**src/rtl/acctilt_pkg.sv**
```systemverilog
// ----------------------------------------------------------------------------
// acctilt_pkg
// Shared constants, widths and the CORDIC angle table for the tilt block.
// ----------------------------------------------------------------------------
package acctilt_pkg;

  localparam int SAMPLE_WIDTH_DEF    = 16;
  localparam int ANGLE_FRAC_BITS_DEF = 8;
  localparam int ANGLE_WIDTH         = 16;
  localparam int GUARD_BITS          = 8;
  localparam int TABLE_FRAC          = 20;
  localparam int CORDIC_ITERS        = 24;

  // CORDIC working width: covers 2^24 * 1.65 gain plus sign and slack
  localparam int CW = 48;
  // Angle accumulator width: +-2^29 covers +-(180+100) degrees at 20 fraction bits
  localparam int ZW = 32;

  localparam logic signed [ZW-1:0] DEG90  = ZW'(90) <<< TABLE_FRAC;
  localparam logic signed [ZW-1:0] DEG180 = ZW'(180) <<< TABLE_FRAC;

  function automatic logic signed [ZW-1:0] atan_entry(input logic [4:0] idx);
    logic signed [ZW-1:0] v;
    case (idx)
      5'd0:  v = 47185920;
      5'd1:  v = 27855475;
      5'd2:  v = 14718068;
      5'd3:  v = 7471121;
      5'd4:  v = 3750058;
      5'd5:  v = 1876857;
      5'd6:  v = 938658;
      5'd7:  v = 469357;
      5'd8:  v = 234682;
      5'd9:  v = 117342;
      5'd10: v = 58671;
      5'd11: v = 29335;
      5'd12: v = 14668;
      5'd13: v = 7334;
      5'd14: v = 3667;
      5'd15: v = 1833;
      5'd16: v = 917;
      5'd17: v = 458;
      5'd18: v = 229;
      5'd19: v = 115;
      5'd20: v = 57;
      5'd21: v = 29;
      5'd22: v = 14;
      5'd23: v = 7;
      default: v = '0;
    endcase
    return v;
  endfunction

endpackage

```
**src/rtl/acctilt_sqrt.sv**
```systemverilog
// ----------------------------------------------------------------------------
// acctilt_sqrt
// Pipelined digit-by-digit square root, one result bit per stage.
// ----------------------------------------------------------------------------
module acctilt_sqrt #(
  parameter int IN_W  = 50,
  parameter int TAG_W = 8
) (
  input  logic                 clk,
  input  logic                 rst,
  input  logic                 en,
  input  logic                 in_valid,
  input  logic [IN_W-1:0]      radicand,
  input  logic [TAG_W-1:0]     in_tag,
  output logic                 out_valid,
  output logic [IN_W/2-1:0]    root,
  output logic [TAG_W-1:0]     out_tag
);
  import acctilt_pkg::*;

  localparam int RW = IN_W / 2;

  logic [IN_W-1:0]  rem  [RW+1];
  logic [RW-1:0]    res  [RW+1];
  logic [TAG_W-1:0] tag  [RW+1];
  logic             vld  [RW+1];

  always_comb begin
    rem[0] = radicand;
    res[0] = '0;
    tag[0] = in_tag;
    vld[0] = in_valid;
  end

  for (genvar k = 0; k < RW; k++) begin : g_stage
    localparam int SH = 2 * (RW - 1 - k);
    logic [IN_W-1:0] trial;
    logic [IN_W-1:0] top;
    logic [IN_W-1:0] rem_q;
    logic [RW-1:0]   res_q;
    logic [TAG_W-1:0] tag_q;
    logic            vld_q;
    always_comb begin
      // compare (4*res+1) << SH against the remainder
      trial = ((IN_W'(res[k]) << 2) | IN_W'(1)) << SH;
      top   = rem[k];
    end
    always_ff @(posedge clk) begin
      if (rst) begin
        vld_q <= 1'b0;
      end else if (en) begin
        vld_q <= vld[k];
      end
      if (en) begin
        tag_q <= tag[k];
        if (top >= trial) begin
          rem_q <= top - trial;
          res_q <= {res[k][RW-2:0], 1'b1};
        end else begin
          rem_q <= top;
          res_q <= {res[k][RW-2:0], 1'b0};
        end
      end
    end
    assign rem[k+1] = rem_q;
    assign res[k+1] = res_q;
    assign tag[k+1] = tag_q;
    assign vld[k+1] = vld_q;
  end

  assign out_valid = vld[RW];
  assign root      = res[RW];
  assign out_tag   = tag[RW];
endmodule

```
**config.mk**
```make
export PLATFORM = sky130hd
export DESIGN_NAME = acctilt_sqrt
export DESIGN_NICKNAME = d
export VERILOG_FILES = /design/src/rtl/acctilt_pkg.sv /design/src/rtl/acctilt_sqrt.sv
export SDC_FILE = /design/constraint.sdc
export NUM_CORES = 2
export LEC_CHECK = 0
export BUFFER_PORTS_ARGS = -buffer_cell sky130_fd_sc_hd__clkbuf_2
export CORE_MARGIN = 2
export CORE_UTILIZATION = 56
export DETAILED_ROUTE_END_ITERATION = 8
export PLACE_DENSITY = 0.72
export SETUP_SLACK_MARGIN = 0.05
export SLEW_MARGIN = 20
export SYNTH_ARGS = -nofsm -noshare
export SYNTH_HDL_FRONTEND = slang
export SYNTH_SLANG_ARGS = --single-unit
```
**constraint.sdc**
```tcl
create_clock -name clk -period 4.3 [get_ports clk]
set_clock_uncertainty 0.2 [all_clocks]
set_input_delay 0.215 -clock clk [delete_from_list [all_inputs] [get_ports clk]]
set_output_delay 0.215 -clock clk [all_outputs]
set_load 0.05 [all_outputs]
```
==> impl_metrics.py <==
metrics = {
    "die": {
        "die_h_um": 380,
        "core-area_mm2": 0.141,
        "die_area_mm2": 0.145,
        "pin_count": 96,
        "die_w_um": 380,
        "start_util_pct": 56.2,
        "rows": 138,
    },
    "final_layout": {
        "area_delta_synth_final_pct": 13.6,
        "final_area_mm2": 0.0900,
        "drive_gt1_share_pct": 8.82,
        "final_util_pct": 63.8,
        "layout.nets": 6786,
        "final_common_cell": "edfxtp_1",
        "fillers": 10300,
        "most-common-layout-cells": "1725 x edfxtp_1, 420 x inv_1, 400 x nor2_1",
    },
    "power": {
        "leakage_nw": 33.9,
        "clock_power_share_pct": 33.5,
        "internal_power_mw": 33.5,
        "p_sw_mw": 12.6,
        "ir_drop_mv": 0.374,
        "power_frac_seq_pct": 49.1,
        "combPwrFrac_pct": 17.4,
        "p_per_area_mw_per_mm2": 511,
        "p_sw_share_pct": 27.3,
    },
    "logic_synthesis": {
        "synth_top_area_share_pct": 65.3,
        "syn_area_per_cell_um2": 13.3,
        "synth_ff_type": "edfxtp_1",
        "synthArstFlopShare_pct": 0,
        "synth_top_area_cell": "edfxtp_1",
        "synth_cell_types": 81,
        "ys_seq_elements": 1750,
        "postSynthCellCount": 5977,
        "synth_warnings": 0,
        "synth-edff-count": 1725,
        "syn_area_mm2": 0.0793,
        "yosysSeqAreaShare_pct": 66.0,
        "synth_fp_nets": 6385,
        "ys_top_cells_by_area": "edfxtp_1 65%, ha_1 5.5%, xnor2_1 3.2%",
    },
    "timing": {
        "slew_headroom_pct": 24.8,
        "period_needed_ps": 4000,
        "period_share_pct": 93.1,
        "rsz0062_at_grt": "yes",
        "finalHoldViolCount": 0,
        "worst_pin_slew_ps": 1100,
        "fmax_mhz": 250,
        "slew_viol_final": 0,
        "finalSetupViolations": 0,
    },
    "placement": {
        "post_dp_cell_area_mm2": 0.0829,
        "hpwl_mm": 116,
        "gp_congestion": 0.964,
        "portBuffers": 95,
    },
    "flow_run": {
        "maxCapViolCount": 0,
    },
    "grt": {
        "grt_max_degree": 168,
        "grt_pass1_vias": 48500,
        "antenna_found_initial": 1,
        "globalRouteOverflowTotal": 0,
        "grt_use_total_pct": 22.7,
        "grt_first_pass_wirelength_mm": 260,
    },
    "drt": {
        "wirelength_mm": 165,
        "vias_per_cell": 5.71,
        "initialDrtViolationCount": 3791,
        "avgRoutedWirePerCell_um": 19.6,
        "antenna_left": 0,
        "num_vias": 48100,
        "drt-pass1-iter-count": 5,
        "drc": 0,
    },
    "worst_setup_path": {
        "cp_slowest_cell": "a2111oi_0",
        "max_stage_delay_ps": 550,
        "cp_cell_sequence": "nor4_2 -> nand4b_1 -> or3_1 -> or3_1 -> a2111oi_0 -> o41ai_2 -> o21ai_1 -> nor3_1 -> xor2_1",
        "critPathCaptureType": "flip-flop",
        "crit_family": "simple AND/OR/NAND/NOR gates",
        "cp-start-kind": "flip-flop",
        "cp_common_cell": "or3_1",
        "cp.buffers_inverters": 0,
        "cp_data_required_time_ps": 4600,
        "cp_max_fo": 8,
        "criticalPathCategory": "flip-flop to flip-flop",
        "crit_arrival_ps": 4300,
    },
    "cts": {
        "cts.clk_slew.worst_paths_ps": 60,
        "cts_buffer_depth": 3,
        "worstSkewPairLatency_ps": 820,
        "ctsRootBufferMaster": "clkbuf_16",
        "htree_levels": 4,
        "cts_sinks": 1750,
        "numCtsBuffers": 177,
        "cts_tree": "built",
        "postCtsSetupBuffers": 0,
    },
    "hold_path": {
        "hp-class": "flip-flop to flip-flop",
    },
    "run_status": {
        "status": "complete, no violations",
    },
}
[cell type report]
type                    instances  area [µm²]  share of cell area (%)
diodes                          1        2.50                 0.00278
well taps                    1890        2360                    2.63
repair buffers                332        2800                    3.11
flip-flops and latches       1750       52300                    58.1
inverters                     423        1590                    1.76
clock buffers                 226        4680                    5.19
multi-input cells            3694       25100                    27.9
clock inverters               103        1230                    1.36
[synth_stat cells, types with 9 or more instances]
cell       number
or3_1          65
nor4b_1        23
a21oi_1       332
mux2_2         52
nand2b_1       65
or4_1          34
a21boi_0       18
o211ai_1       17
nand4_1       119
a21o_1        114
nor2b_1        54
and3_1         30
nor3_1        157
o21ai_0       257
nor2_1        400
o41ai_1         9
a2111oi_0      11
xor2_1        217
mux2i_1        42
o31ai_1        34
nand3b_1       20
inv_1         420
o2111ai_1      10
nor3b_1        10
a211o_1         9
nand2_1       360
buf_1          10
o21bai_1       22
nand4b_1       19
dfxtp_1        25
xnor2_1       286
clkbuf_1       90
a211oi_1       20
o21ai_1        15
nor4_1        185
ha_1          346
edfxtp_1     1725
o21a_1         70
a31oi_1        23
and2_1         24
nand3_1        89
or2_2          29
[path summary, 6_finish.rpt]
kind	startpoint	to	slack [ps]	cells after the start
hold reg to reg	g_stage[16].tag_q[0]	g_stage[17].tag_q[0]	210	0
hold / removal	g_stage[16].tag_q[0]	g_stage[17].tag_q[0]	210	0
setup reg to reg	g_stage[17].rem_q[36]	g_stage[18].rem_q[42]	300	9
setup / recovery	g_stage[17].rem_q[36]	g_stage[18].rem_q[42]	300	9
[per-layer routing]
metal  GRT usage [%]  up-vias  part of all wire (%)  wire length [µm]
li1                -    23200                     -                 -
met1            27.0    23300                    39             64300
met2            41.6     1220                    53             86500
met3            3.12      334                   4.7              7770
met4            8.94        0                   3.7              6090
met5               0        -                     0                 0
[state kept, by name, summed over array words and instances (netlist names)]
signal and cells:
g_stage.rem_q 1150, out_tag 8, g_stage.vld_q 24, root 25
g_stage.res_q 300, g_stage.tag_q 192, g_stage.top 50, out_valid 1
[kinds of logic after synthesis]
family / synth area share (%)
adder cells (fa/ha/maj): 5.46
flip-flops: 66.0
multiplexers: 1.27
AO/OA/AOI/OAI: 8.04
XOR/XNOR: 5.56
buffers and inverters: 2.55
AND/OR/NAND/NOR: 11.2
[power groups by stage]
stage                     combinational [mW]  clock (mW)  sequential (mW)
after detailed placement                7.81           0             22.9
final                                   7.99        15.4             22.6
after floorplan                         5.72           0             22.4
after global routing                    8.92        16.4             22.8
after CTS                               7.96        15.7             22.6
after global placement                  7.69           0             22.9
[per-stage QoR]
| step | hold slack [ps] | setup TNS (ps) | power, mW | std cells | worst slack (ps) |
|---|---|---|---|---|---|
| global route | 216 | -0.536 | 48.1 | 8418 | -0.536 |
| global placement | 192 | 0 | 30.6 | 7967 | 233 |
| detailed placement | 194 | 0 | 30.7 | 7967 | 181 |
| floorplan | 114 | 0 | 28.1 | 5977 | 906 |
| finish | 215 | 0 | 46.1 | 8419 | 296 |
| CTS | 210 | 0 | 46.3 | 8418 | 78.6 |
[what timing repair did]
| action | CTS | global route |
|---|---|---|
| gates resized for setup | 0 | 4 |
| hold endpoints to repair | 338 | 0 |
| setup endpoints to repair | 0 | 27 |
| hold buffers | 122 | 0 |
Power figures use the tool's default switching activity.
